### src/rtl/arp_rr_pkg.sv
// Package for the ARP request responder: field types, protocol constants
// and configuration register indexes.
// No dependencies.
package arp_rr_pkg;

   typedef logic [7:0]  byte_type;
   typedef logic [15:0] half_type;
   typedef logic [47:0] mac_type;
   typedef logic [31:0] ip_type;

   // configuration port
   localparam int CSR_IDX_W  = 1;
   localparam int CSR_DATA_W = 48;
   localparam logic [CSR_IDX_W-1:0] CSR_OWN_MAC = 1'd0;
   localparam logic [CSR_IDX_W-1:0] CSR_OWN_IP  = 1'd1;

   // byte counter and frame sizes
   localparam int COUNT_W   = 5;
   localparam logic [COUNT_W-1:0] COUNT_MAX = 5'd31;
   localparam int ARP_MIN_LEN = 28;
   localparam int FRAME_LEN   = 42;
   localparam int TX_IDX_W    = 6;

   // ARP payload offsets (first byte of each field)
   localparam logic [COUNT_W-1:0] OFS_HTYPE = 5'd0;
   localparam logic [COUNT_W-1:0] OFS_PTYPE = 5'd2;
   localparam logic [COUNT_W-1:0] OFS_OPER  = 5'd6;
   localparam logic [COUNT_W-1:0] OFS_SHA   = 5'd8;
   localparam logic [COUNT_W-1:0] OFS_SPA   = 5'd14;
   localparam logic [COUNT_W-1:0] OFS_THA   = 5'd18;
   localparam logic [COUNT_W-1:0] OFS_TPA   = 5'd24;
   localparam logic [COUNT_W-1:0] OFS_END   = 5'd28;
   // offset of the byte that completes a minimum-length payload
   localparam logic [COUNT_W-1:0] OFS_FINAL = 5'd27;

   // protocol values
   localparam half_type ETHERTYPE_ARP = 16'h0806;
   localparam half_type HTYPE_ETH     = 16'h0001;
   localparam half_type PTYPE_IPV4    = 16'h0800;
   localparam byte_type HLEN_ETH      = 8'h06;
   localparam byte_type PLEN_IPV4     = 8'h04;
   localparam half_type OPER_REQUEST  = 16'h0001;
   localparam half_type OPER_REPLY    = 16'h0002;

endpackage

### src/rtl/arp_rr_ifs.sv
// Stream interfaces for the ARP request responder: received payload bytes
// in, reply frame bytes out. Depends on arp_rr_pkg.
interface arp_rr_req_if;
   import arp_rr_pkg::*;
   logic     valid;
   logic     ready;
   byte_type in_byte;
   logic     in_last;
   modport source (output valid, in_byte, in_last, input ready);
   modport sink   (input valid, in_byte, in_last, output ready);
endinterface

interface arp_rr_rsp_if;
   import arp_rr_pkg::*;
   logic     valid;
   logic     ready;
   byte_type out_byte;
   logic     out_last;
   modport source (output valid, out_byte, out_last, input ready);
   modport sink   (input valid, out_byte, out_last, output ready);
endinterface

### src/rtl/arp_request_responder_top.sv
// ARP request responder, top level: payload parser, reply serialiser and
// output register. Depends on arp_rr_pkg and the interfaces in arp_rr_ifs.sv.
//
// Takes one ARP payload byte per cycle and answers a valid request for
// own_ip with a 42-byte Ethernet reply frame sent one byte per cycle. Fields
// are captured as bytes arrive; the checks run on the final byte and, when
// they pass, sender MAC and IP are copied into the serialiser so that the
// next packet can be parsed while the reply goes out. A packet byte at
// payload offset 27 or later is held off (req_chan.ready low) while an
// earlier reply is still being serialised, as only such a byte can start a
// new reply; otherwise one request is taken every cycle. Output
// backpressure stalls the serialiser only. Configuration writes take effect
// on the next cycle and are expected only while the block is idle.
module arp_request_responder_top (
   input  logic                                clock,
   input  logic                                reset,
   arp_rr_req_if.sink                          req_chan,
   arp_rr_rsp_if.source                        rsp_chan,
   input  logic                                csr_we,
   input  logic [arp_rr_pkg::CSR_IDX_W-1:0]    csr_index,
   input  logic [arp_rr_pkg::CSR_DATA_W-1:0]   csr_wdata
);
   import arp_rr_pkg::*;

   // configuration
   mac_type own_mac_ff;
   ip_type  own_ip_ff;

   // parser state
   logic [COUNT_W-1:0] byte_count_ff, byte_count_in;
   half_type           hw_type_ff, hw_type_in;
   half_type           proto_type_ff, proto_type_in;
   half_type           operation_ff, operation_in;
   mac_type            sender_mac_ff, sender_mac_in;
   ip_type             sender_ip_ff, sender_ip_in;
   ip_type             target_ip_ff, target_ip_in;

   // serialiser
   logic                tx_busy_ff, tx_busy_in;
   logic [TX_IDX_W-1:0] tx_idx_ff, tx_idx_in;
   mac_type             tx_mac_ff;
   ip_type              tx_ip_ff;

   // output register
   logic     rsp_valid_ff, rsp_valid_in;
   byte_type rsp_byte_ff;
   logic     rsp_last_ff;

   logic                  req_accept;
   logic                  reply_ok;
   logic                  tx_start;
   logic                  out_load;
   logic                  tx_done;
   logic [FRAME_LEN*8-1:0] frame;
   byte_type              frame_byte;

   assign req_chan.ready = !tx_busy_ff || (byte_count_ff < OFS_FINAL);
   assign req_accept     = req_chan.valid && req_chan.ready;

   // ---------------------------------------------------------------- parser
   always_comb begin
      hw_type_in    = hw_type_ff;
      proto_type_in = proto_type_ff;
      operation_in  = operation_ff;
      sender_mac_in = sender_mac_ff;
      sender_ip_in  = sender_ip_ff;
      target_ip_in  = target_ip_ff;
      if (byte_count_ff < OFS_PTYPE) begin
         hw_type_in = {hw_type_ff[7:0], req_chan.in_byte};
      end else if (byte_count_ff < 5'd4) begin
         proto_type_in = {proto_type_ff[7:0], req_chan.in_byte};
      end else if (byte_count_ff >= OFS_OPER && byte_count_ff < OFS_SHA) begin
         operation_in = {operation_ff[7:0], req_chan.in_byte};
      end else if (byte_count_ff >= OFS_SHA && byte_count_ff < OFS_SPA) begin
         sender_mac_in = {sender_mac_ff[39:0], req_chan.in_byte};
      end else if (byte_count_ff >= OFS_SPA && byte_count_ff < OFS_THA) begin
         sender_ip_in = {sender_ip_ff[23:0], req_chan.in_byte};
      end else if (byte_count_ff >= OFS_TPA && byte_count_ff < OFS_END) begin
         target_ip_in = {target_ip_ff[23:0], req_chan.in_byte};
      end

      if (req_chan.in_last) begin
         byte_count_in = '0;
      end else if (byte_count_ff == COUNT_MAX) begin
         byte_count_in = COUNT_MAX;
      end else begin
         byte_count_in = byte_count_ff + 1'b1;
      end

      // length >= 28 means this byte sits at offset 27 or beyond
      reply_ok = (byte_count_ff >= OFS_FINAL) &&
                 (hw_type_in == HTYPE_ETH) &&
                 (proto_type_in == PTYPE_IPV4) &&
                 (operation_in == OPER_REQUEST) &&
                 (target_ip_in == own_ip_ff);
   end

   assign tx_start = req_accept && req_chan.in_last && reply_ok;

   always_ff @(posedge clock) begin
      if (reset) begin
         byte_count_ff <= '0;
         hw_type_ff    <= '0;
         proto_type_ff <= '0;
         operation_ff  <= '0;
         sender_mac_ff <= '0;
         sender_ip_ff  <= '0;
         target_ip_ff  <= '0;
      end else if (req_accept) begin
         byte_count_ff <= byte_count_in;
         hw_type_ff    <= hw_type_in;
         proto_type_ff <= proto_type_in;
         operation_ff  <= operation_in;
         sender_mac_ff <= sender_mac_in;
         sender_ip_ff  <= sender_ip_in;
         target_ip_ff  <= target_ip_in;
      end
   end

   // --------------------------------------------------------- configuration
   always_ff @(posedge clock) begin
      if (reset) begin
         own_mac_ff <= '0;
         own_ip_ff  <= '0;
      end else if (csr_we) begin
         unique case (csr_index)
            CSR_OWN_MAC: own_mac_ff <= csr_wdata;
            CSR_OWN_IP:  own_ip_ff  <= csr_wdata[31:0];
            default: ;
         endcase
      end
   end

   // ------------------------------------------------------------ serialiser
   assign frame = {tx_mac_ff, own_mac_ff, ETHERTYPE_ARP,
                   HTYPE_ETH, PTYPE_IPV4, HLEN_ETH, PLEN_IPV4, OPER_REPLY,
                   own_mac_ff, own_ip_ff, tx_mac_ff, tx_ip_ff};
   assign frame_byte = frame[(FRAME_LEN*8-1) - 8*tx_idx_ff -: 8];

   assign out_load = tx_busy_ff && (!rsp_valid_ff || rsp_chan.ready);
   assign tx_done  = out_load && (tx_idx_ff == TX_IDX_W'(FRAME_LEN - 1));

   always_comb begin
      tx_busy_in = tx_busy_ff;
      tx_idx_in  = tx_idx_ff;
      if (tx_start) begin
         tx_busy_in = 1'b1;
         tx_idx_in  = '0;
      end else if (tx_done) begin
         tx_busy_in = 1'b0;
         tx_idx_in  = '0;
      end else if (out_load) begin
         tx_idx_in = tx_idx_ff + 1'b1;
      end
      rsp_valid_in = out_load || (rsp_valid_ff && !rsp_chan.ready);
   end

   always_ff @(posedge clock) begin
      if (reset) begin
         tx_busy_ff   <= 1'b0;
         tx_idx_ff    <= '0;
         rsp_valid_ff <= 1'b0;
      end else begin
         tx_busy_ff   <= tx_busy_in;
         tx_idx_ff    <= tx_idx_in;
         rsp_valid_ff <= rsp_valid_in;
      end
   end

   // snapshot of the requester, so the next packet may overwrite the parser
   always_ff @(posedge clock) begin
      if (tx_start) begin
         tx_mac_ff <= sender_mac_in;
         tx_ip_ff  <= sender_ip_in;
      end
      if (out_load) begin
         rsp_byte_ff <= frame_byte;
         rsp_last_ff <= tx_done;
      end
   end

   assign rsp_chan.valid    = rsp_valid_ff;
   assign rsp_chan.out_byte = rsp_byte_ff;
   assign rsp_chan.out_last = rsp_last_ff;

   // ------------------------------------------------------------ assertions
   a_no_start_while_busy: assert property (@(posedge clock) disable iff (reset)
      tx_start |-> !tx_busy_ff)
      else $error("reply started while previous reply still serialising");

   a_tx_idx_range: assert property (@(posedge clock) disable iff (reset)
      tx_idx_ff <= TX_IDX_W'(FRAME_LEN - 1))
      else $error("serialiser index beyond frame length");

   a_idle_serialiser: assert property (@(posedge clock) disable iff (reset)
      !tx_busy_ff |-> (tx_idx_ff == '0))
      else $error("serialiser index not cleared while idle");

   // checked on the first cycle out of reset, once the reset edge has landed
   a_reset_clears: assert property (@(posedge clock)
      ($past(reset) === 1'b1) && (reset === 1'b0) |->
         (byte_count_ff == '0) && !rsp_valid_ff && !tx_busy_ff)
      else $error("control state not cleared by reset");

endmodule

### src/flat_wrapper.sv
// flat-port wrapper written by rule: the top's interface ports become plain ports
module arp_request_responder_top_flat import arp_rr_pkg::*;
  (clock, reset, csr_we, csr_index, csr_wdata, req_chan_valid, req_chan_in_byte, req_chan_in_last, req_chan_ready, rsp_chan_valid, rsp_chan_out_byte, rsp_chan_out_last, rsp_chan_ready);
  arp_rr_req_if req_chan_i ();
  arp_rr_rsp_if rsp_chan_i ();
  input  logic clock;
  input  logic reset;
  input  logic csr_we;
  input  logic [arp_rr_pkg::CSR_IDX_W-1:0] csr_index;
  input  logic [arp_rr_pkg::CSR_DATA_W-1:0] csr_wdata;
  input wire logic [$bits(req_chan_i.valid)-1:0] req_chan_valid;
  input wire logic [$bits(req_chan_i.in_byte)-1:0] req_chan_in_byte;
  input wire logic [$bits(req_chan_i.in_last)-1:0] req_chan_in_last;
  output wire logic [$bits(req_chan_i.ready)-1:0] req_chan_ready;
  output wire logic [$bits(rsp_chan_i.valid)-1:0] rsp_chan_valid;
  output wire logic [$bits(rsp_chan_i.out_byte)-1:0] rsp_chan_out_byte;
  output wire logic [$bits(rsp_chan_i.out_last)-1:0] rsp_chan_out_last;
  input wire logic [$bits(rsp_chan_i.ready)-1:0] rsp_chan_ready;
  assign req_chan_i.valid = req_chan_valid;
  assign req_chan_i.in_byte = req_chan_in_byte;
  assign req_chan_i.in_last = req_chan_in_last;
  assign req_chan_ready = req_chan_i.ready;
  assign rsp_chan_valid = rsp_chan_i.valid;
  assign rsp_chan_out_byte = rsp_chan_i.out_byte;
  assign rsp_chan_out_last = rsp_chan_i.out_last;
  assign rsp_chan_i.ready = rsp_chan_ready;
  arp_request_responder_top u_core (.clock(clock), .reset(reset), .req_chan(req_chan_i), .rsp_chan(rsp_chan_i), .csr_we(csr_we), .csr_index(csr_index), .csr_wdata(csr_wdata));
endmodule
### config.mk
export PLATFORM = sky130hd
export DESIGN_NAME = arp_request_responder_top_flat
export DESIGN_NICKNAME = d
export VERILOG_FILES = /design/src/rtl/arp_rr_pkg.sv /design/src/rtl/arp_rr_ifs.sv /design/src/rtl/arp_request_responder_top.sv /design/src/flat_wrapper.sv
export SDC_FILE = /design/constraint.sdc
export NUM_CORES = 1
export LEC_CHECK = 0
export BUFFER_PORTS_ARGS = -buffer_cell sky130_fd_sc_hd__buf_2
export CAP_MARGIN = 0
export CELL_PAD_IN_SITES_DETAIL_PLACEMENT = 0
export CELL_PAD_IN_SITES_GLOBAL_PLACEMENT = 1
export CORE_ASPECT_RATIO = 1.2
export CORE_MARGIN = 2
export CORE_UTILIZATION = 48
export CTS_CLUSTER_DIAMETER = 50
export DETAILED_ROUTE_END_ITERATION = 8
export MAX_ROUTING_LAYER = met4
export PLACE_DENSITY = 0.8
export SYNTH_ARGS = -nofsm -noshare
export SYNTH_HDL_FRONTEND = slang
export SYNTH_SLANG_ARGS = --single-unit
### constraint.sdc
create_clock -name clock -period 14.3 [get_ports clock]
set_input_delay 0 -clock clock [delete_from_list [all_inputs] [get_ports clock]]
set_output_delay 0 -clock clock [all_outputs]
set_load 0.005 [all_outputs]
==> results of run 1 <==
## state kept, by name, indices dropped and copies added, names as in the netlist
| name | flops |
|---|---|
| u_core.own_mac_ff | 48 |
| u_core.sender_mac_ff | 48 |
| u_core.tx_mac_ff | 48 |
| u_core.own_ip_ff | 32 |
| u_core.sender_ip_ff | 32 |
| u_core.target_ip_ff | 32 |
| u_core.tx_ip_ff | 32 |
| u_core.hw_type_ff | 16 |
| u_core.operation_ff | 16 |
| u_core.proto_type_ff | 16 |
| u_core.rsp_chan.out_byte | 8 |
| u_core.tx_idx_ff | 6 |
| u_core.byte_count_ff | 5 |
| u_core.rsp_chan.out_last | 1 |
| u_core.rsp_chan.valid | 1 |
| u_core.tx_busy_ff | 1 |
## logic make-up after synthesis
group	count (synthesis)
fa+ha+maj	5
buf+inv	143
compound gates	289
flops	342
mux	164
xor+xnor	35
simple gates	736
## final timing paths
check | slack [ps] | depth (start not counted) | endpoint | from
min reg2reg | 450 | 2 | u_core.proto_type_ff[12]$_SDFFE_PP0P_ | u_core.proto_type_ff[12]$_SDFFE_PP0P_
max | 9870 | 7 | u_core.tx_mac_ff[27]$_DFFE_PP_ | u_core.byte_count_ff[4]$_SDFFE_PP0P_
min | 90 | 4 | u_core.own_mac_ff[18]$_SDFFE_PP0P_ | csr_we
max reg2reg | 9870 | 7 | u_core.tx_mac_ff[27]$_DFFE_PP_ | u_core.byte_count_ff[4]$_SDFFE_PP0P_
## layout make-up
type | instances | share of cell area [%]
timing repair buffer | 165 | 6.84
clock inverter | 18 | 1.26
tap | 407 | 2.78
multi-input combinational | 1229 | 40.6
sequential | 342 | 42.3
clock buffer | 54 | 5.86
inverter | 18 | 0.369
## routing by layer
| layer | wire length [um] | up-vias | track usage (%) |
|---|---|---|---|
| li1 | - | 6195 | - |
| met1 | 19500 | 6133 | 34.2 |
| met2 | 22100 | 315 | 44.7 |
| met3 | 1970 | 63 | 3.80 |
| met4 | 1210 | 0 | 8.12 |
| met5 | 0 | - | - |
## Yosys cell counts, types with 5 or more instances
cell,instances
a211oi_1,5
a21oi_1,171
a22oi_1,7
a31oi_1,12
and2_1,5
buf_2,19
clkbuf_1,100
dfxtp_1,253
edfxtp_1,89
ha_1,5
inv_1,17
mux2_2,81
mux2i_1,56
mux4_2,26
nand2_1,306
nand2b_1,6
nand3_1,34
nand4_1,7
nor2_1,204
nor2b_1,12
nor3_1,100
nor3b_1,8
nor4_1,20
o2111ai_1,5
o21ai_0,28
o21ai_1,5
o221ai_1,8
o22ai_1,12
or4_1,6
xnor2_1,18
xor2_1,17
## cells in the final DEF, fill, tap and decap left out, types with 26 or more instances in the layout
cell and n:
mux4_2 26, nand2_1 305, buf_2 72, clkbuf_16 39, dfxtp_1 251, mux2_2 81, nor2_1 203, nand3_1 34
dlygate4sd3_1 75, o21ai_0 28, a21oi_1 170, edfxtp_1 89, mux2i_1 56, nor3_1 100
## timing repair
| item | in CTS | in global routing |
|---|---|---|
| endpoints found under the setup margin | 0 | 0 |
| hold buffers | 75 | 0 |
| endpoints found under the hold margin | 129 | 0 |
## power by group
part	internal, W	switching [W]
registers	0.00102	0.0000243
logic	0.0000632	0.0000865
clock network	0.000589	0.000411
total	0.00167	0.000522
## per-stage QoR
step                cell area [um^2]  power [W]  hold WS (ps)
global placement               16200    0.00119           240
detailed placement             16200    0.00120           244
global route                   18300    0.00228          96.6
CTS                            18300    0.00221          65.1
floorplan                      15700    0.00115          98.6
finish                         18300    0.00219          88.8
## tightest hold or removal path: cells and delay by family
| family | cells | cell delay (ps) |
|---|---|---|
| AO/OA/AOI/OAI | 1 | 50 |
| buffers and inverters | 1 | 120 |
| AND/OR/NAND/NOR | 2 | 410 |
==> results.md, run 1 <==
* Die X at 169 um
* First-pass GRT wire length at 69.9 mm
* Register area at 0.00774 mm^2
* Final worst slack at 9870 ps
* Syn_nets at 1,782
* Synthesis Warnings at 0
* Area grow syn2layout at 16.6%
* Largest net degree at the start of global routing at 94
* Clock Tree Root: clkbuf_16
* Crit Path Max Fanout at 80
* Synth cell types at 72
* Simple-gate portion of the synthesized area at 20.7%
* Setup violators final at 0
* Iter 0 DRT Violations at 1,024
* Vias post-DR at 12,700
* Clock Tree Buf Depth at 3
* Setup Buffers After CTS at 0
* VDD IR max at 0.000123 V
* Final min period at 4430 ps
* CP Cell Sequence: nand3b_1 -> mux2i_1 -> o221ai_1 -> nor3_1 -> nand4_1 -> nor4_2 -> buf_4
* Non-filler cells, final at 2,233
* Post-synthesis mux area share at 13.2%
* Vias in the first global route at 12,300
* HPWL Detailed at 28.9 mm
* Main combinational cell family by area after synthesis: simple AND/OR/NAND/NOR gates
* Worst EP required at 14,470 ps
* Area contributors post-synth: dfxtp_1, edfxtp_1, nand2_1, mux2_2, a21oi_1
* TNS Setup at 0 ps
* Inst Count DP at 2,086
* Power Dens Cells at 120 mW/mm^2
* Cells after synthesis at 1,714
* Crit path launch type: flip-flop
* F_max at 226 MHz
* Crit end category: flip-flop
* Filler instances at 2,888
* Max incr delay on CP at 880 ps
* Vias per Instance at 5.69
* Post-Route WL at 44.7 mm
* Compound-cell area share of the yosys netlist at 10.8%
* Worst Setup Path Type: flip-flop to flip-flop
* DIE AREA at 0.0342 mm^2
* Primary FF master, synth: dfxtp_1
* Total grt overflow at 0
* # IOs at 74
* Mapped Area at 0.0157 mm^2
* CTS H-tree lvls at 2
* Routability-driven placement congestion ratio at 0.924
* Worst Max-Slew Pin Slew at 1190 ps
* Synth Register Bits at 342
* Antenna-violating nets left at 0
* Number of synthesized flops with an enable pin at 89
* Pre-CTS setup slack at 9870 ps
* RSZ-0062 raised after global routing: false
* Initial Utilization at 48.6%
* WP buf/inv at 1
* Pleak at 6.57 nW
* Post-synth ARST share at 0%
* Die H at 202 um
* Critical path's top delay family: simple AND/OR/NAND/NOR gates
* Total track usage at 26.9%
* Clock transition at path regs at 60 ps
* Post-CTS sizing at 0
* Proportion of layout cells with a drive suffix above 1 at 15.0%
* Remaining DRCs at 0
* Area share of the largest cell type after synthesis at 32.3%
* Max Transition Viols Final at 0
* Post-DR wirelength/cell at 20.0 um
* Final cycle utilization of the critical path at 31.0%
* Post-synthesis adder-cell area fraction at 0.399%
* Xor and xnor area share after synthesis at 1.95%
* Syn Area/Cell at 9.15 um^2
* Setup Skew at 22.3 ps
* Leading area contributor after synthesis: dfxtp_1
* Layout Utilization at 56.7%
* Max_cap viols at 0
* Crit path DAT at 4600 ps
* Quantity of I/O buffers inserted on ports at 73
* Ant. Diodes at 0
* CTS sink cnt at 342
* Sequential area share after synthesis at 49.3%
* Router iterations before antenna repair at 5
* Core Footprint at 0.0323 mm^2
* Initial antenna violation count at 0
* Final hold vios at 0
* Critical-path top delay cell: nand3b_1
* Cts bufs inserted at 39
* Clk_lat worst skew at 550 ps
* Fin nets at 1,863
* Area of the multi-input gates at 0.00742 mm^2
* HP Class: primary input to flip-flop
* TritonCTS clock tree: yes
* Rel. slew slack at 20.5%
* Status: complete, no violations
* FP Rows at 72
(Power assumes the default switching activity.)
==> inputs of run 2 (changes only) <==
- clock period: 14.3 -> 4.25 ns (I/O delays scaled with it)
==> run 2 against run 1 <==
  * Sequential share of layout area shrank 0.42 points
  * Combinational power grew to 3.4 times the previous value
  * Clock power grew to 3.4 times the previous value
  * Hold slack lost 4.0 ps
  * Setup slack lost 9300 ps
  * Power grew to 3.4 times the previous value
  * Count of clock-buffer cells in the layout grew 4
  * Via count grew 0.74%
  * Routed wire length shrank 0.68%
  * Non-clock buffer count grew 15
  * Utilization grew 0.58 points
==> results.md, run 2 (same netlist as run 1, synthesis figures left out) <==
* Quantity of I/O buffers inserted on ports at 73
* # IOs at 74
* Internal power at 0.00567 W
* Power Dens Cells at 399 mW/mm^2
* CP Cell Sequence: nand3b_1 -> mux2i_1 -> a22o_1 -> nor4_1 -> nand4_1 -> nor4_4 -> buf_12
* Biggest regs: u_core.own_mac_ff x48, u_core.sender_mac_ff x48, u_core.tx_mac_ff x48
* Clk_lat worst skew at 550 ps
* R2R depth at 7
* Die X at 169 um
* Proportion of layout cells with a drive suffix above 1 at 15.6%
* Vias per Instance at 5.70
* Max Transition Viols Final at 0
* Clock Tree Root: clkbuf_16
* Final cycle utilization of the critical path at 86.5%
* DIE AREA at 0.0342 mm^2
* Hold endpoint: u_core.own_mac_ff[10]$_SDFFE_PP0P_
* CTS sink cnt at 342
* Post-Route WL at 44.4 mm
* Clock power frac at 45.6%
* Area grow syn2layout at 17.8%
* Initial antenna violation count at 0
* HPWL Detailed at 29.3 mm
* Antenna-violating nets left at 0
* Setup Buffers After CTS at 0
* Die H at 202 um
* Initial Utilization at 48.6%
* Final min period at 3670 ps
* Crit Path Max Fanout at 44
* Cts bufs inserted at 38
* Max incr delay on CP at 670 ps
* Final Cell Area at 0.0185 mm^2
* Clock transition at path regs at 60 ps
* VDD IR max at 0.000477 V
* Setup violators final at 0
* Largest net degree at the start of global routing at 141
* Most common cell after layout, fill and taps aside: nand2_1
* Crit path launch type: flip-flop
* Sw frac at 23.3%
* Hold path cells at 4
* Vias in the first global route at 12,200
* Comb pwr share at 6.9%
* Max_cap viols at 0
* Clock Tree Buf Depth at 3
* HP Class: primary input to flip-flop
* Router iterations before antenna repair at 7
* Crit path DAT at 3910 ps
* RSZ-0062 raised after global routing: false
* Crit end category: flip-flop
* Setup Skew at 22.2 ps
* Rel. slew slack at 21.1%
* Layout Utilization at 57.3%
* Worst EP required at 4480 ps
* Worst Setup Path Type: flip-flop to flip-flop
* Non-filler cells, final at 2,245
* Total track usage at 26.5%
* Worst Hold Launch: csr_we
* Worst Max-Slew Pin Slew at 1180 ps
* Status: complete, no violations
* Total grt overflow at 0
* Final hold vios at 0
* Pleak at 6.65 nW
* Sequential power share at 47.5%
* Iter 0 DRT Violations at 1,093
* Ant. Diodes at 0
* Fin nets at 1,877
* First-pass GRT wire length at 68.9 mm
* FP Rows at 72
* Critical-path top delay cell: dfxtp_1
* Internal reg-to-reg setup slack at 580 ps
* Remaining DRCs at 0
* FF-to-FF Start: u_core.byte_count_ff[3]$_SDFFE_PP0P_
* CTS H-tree lvls at 2
* Commonest non-fill, non-tap cells in the layout: nand2_1, dfxtp_1, nor2_1, a21oi_1, nor3_1
* TritonCTS clock tree: yes
* Placed Area at 0.0164 mm^2
* Reg2reg end: u_core.tx_mac_ff[44]$_DFFE_PP_
* Routability-driven placement congestion ratio at 0.918
* F_max at 272 MHz
* Core Footprint at 0.0323 mm^2
* Vias post-DR at 12,800
* Inst Count DP at 2,097
* P_sw at 0.00172 W
* Post-DR wirelength/cell at 19.8 um
## run 2: timing repair
action,4_1_cts,5_1_grt
hold buffers,79,0
gates resized for setup,0,0
endpoints found under the hold margin,117,0
## run 2: metal layers
metal | GRT usage (%) | up-vias | share of wire (%)
li1 | - | 6221 | -
met1 | 33.8 | 6163 | 44
met2 | 42.8 | 329 | 48
met3 | 3.72 | 87 | 4.7
met4 | 10.4 | 0 | 3.8
met5 | - | - | 0
## run 2: layout make-up
class / count / area [um^2]
multi-input combinational: 1229 / 7430
timing repair buffer: 180 / 1410
clock buffer: 58 / 1160
sequential: 342 / 7740
tap: 407 / 509
inverter: 18 / 67.6
clock inverter: 11 / 161
fill: 2764 / 13800
## run 2: per-stage QoR
| stage | total power, W | setup TNS, ps | hold WS [ps] | setup slack, ps |
|---|---|---|---|---|
| after global routing | 0.00764 | 0 | 105 | 352 |
| after detailed placement | 0.00403 | 0 | 247 | 623 |
| final | 0.00738 | 0 | 84.8 | 576 |
| after floorplan | 0.00386 | -51080 | 98.6 | -639 |
| after global placement | 0.00402 | 0 | 241 | 706 |
| after CTS | 0.00745 | 0 | 64.6 | 606 |
## run 2: worst max path at each step
stage	startpoint	end	slack (ps)
after floorplan	u_core.byte_count_ff[1]$_SDFFE_PP0P_	u_core.tx_ip_ff[0]$_DFFE_PP_	-640
after global placement	u_core.byte_count_ff[3]$_SDFFE_PP0P_	u_core.tx_mac_ff[44]$_DFFE_PP_	710
after detailed placement	u_core.byte_count_ff[3]$_SDFFE_PP0P_	u_core.tx_mac_ff[28]$_DFFE_PP_	620
after CTS	u_core.byte_count_ff[3]$_SDFFE_PP0P_	u_core.tx_mac_ff[7]$_DFFE_PP_	610
after global routing	u_core.byte_count_ff[3]$_SDFFE_PP0P_	u_core.tx_mac_ff[26]$_DFFE_PP_	350
final	u_core.byte_count_ff[3]$_SDFFE_PP0P_	u_core.tx_mac_ff[44]$_DFFE_PP_	580
## run 2: critical path: cells and delay by family (launching register included)
family / cells / cell delay [ps]
simple gates: 4 / 1700
flops: 1 / 670
buf+inv: 1 / 320
mux: 1 / 330
compound gates: 1 / 300
## run 2: power groups by stage
stage	Combinational (W)	Clock [W]	Sequential, W
finish	0.000509	0.00337	0.00351
global route	0.000562	0.00356	0.00352
CTS	0.000507	0.00343	0.00351
floorplan	0.000318	0	0.00355
detailed placement	0.000453	0	0.00358
global placement	0.000448	0	0.00357
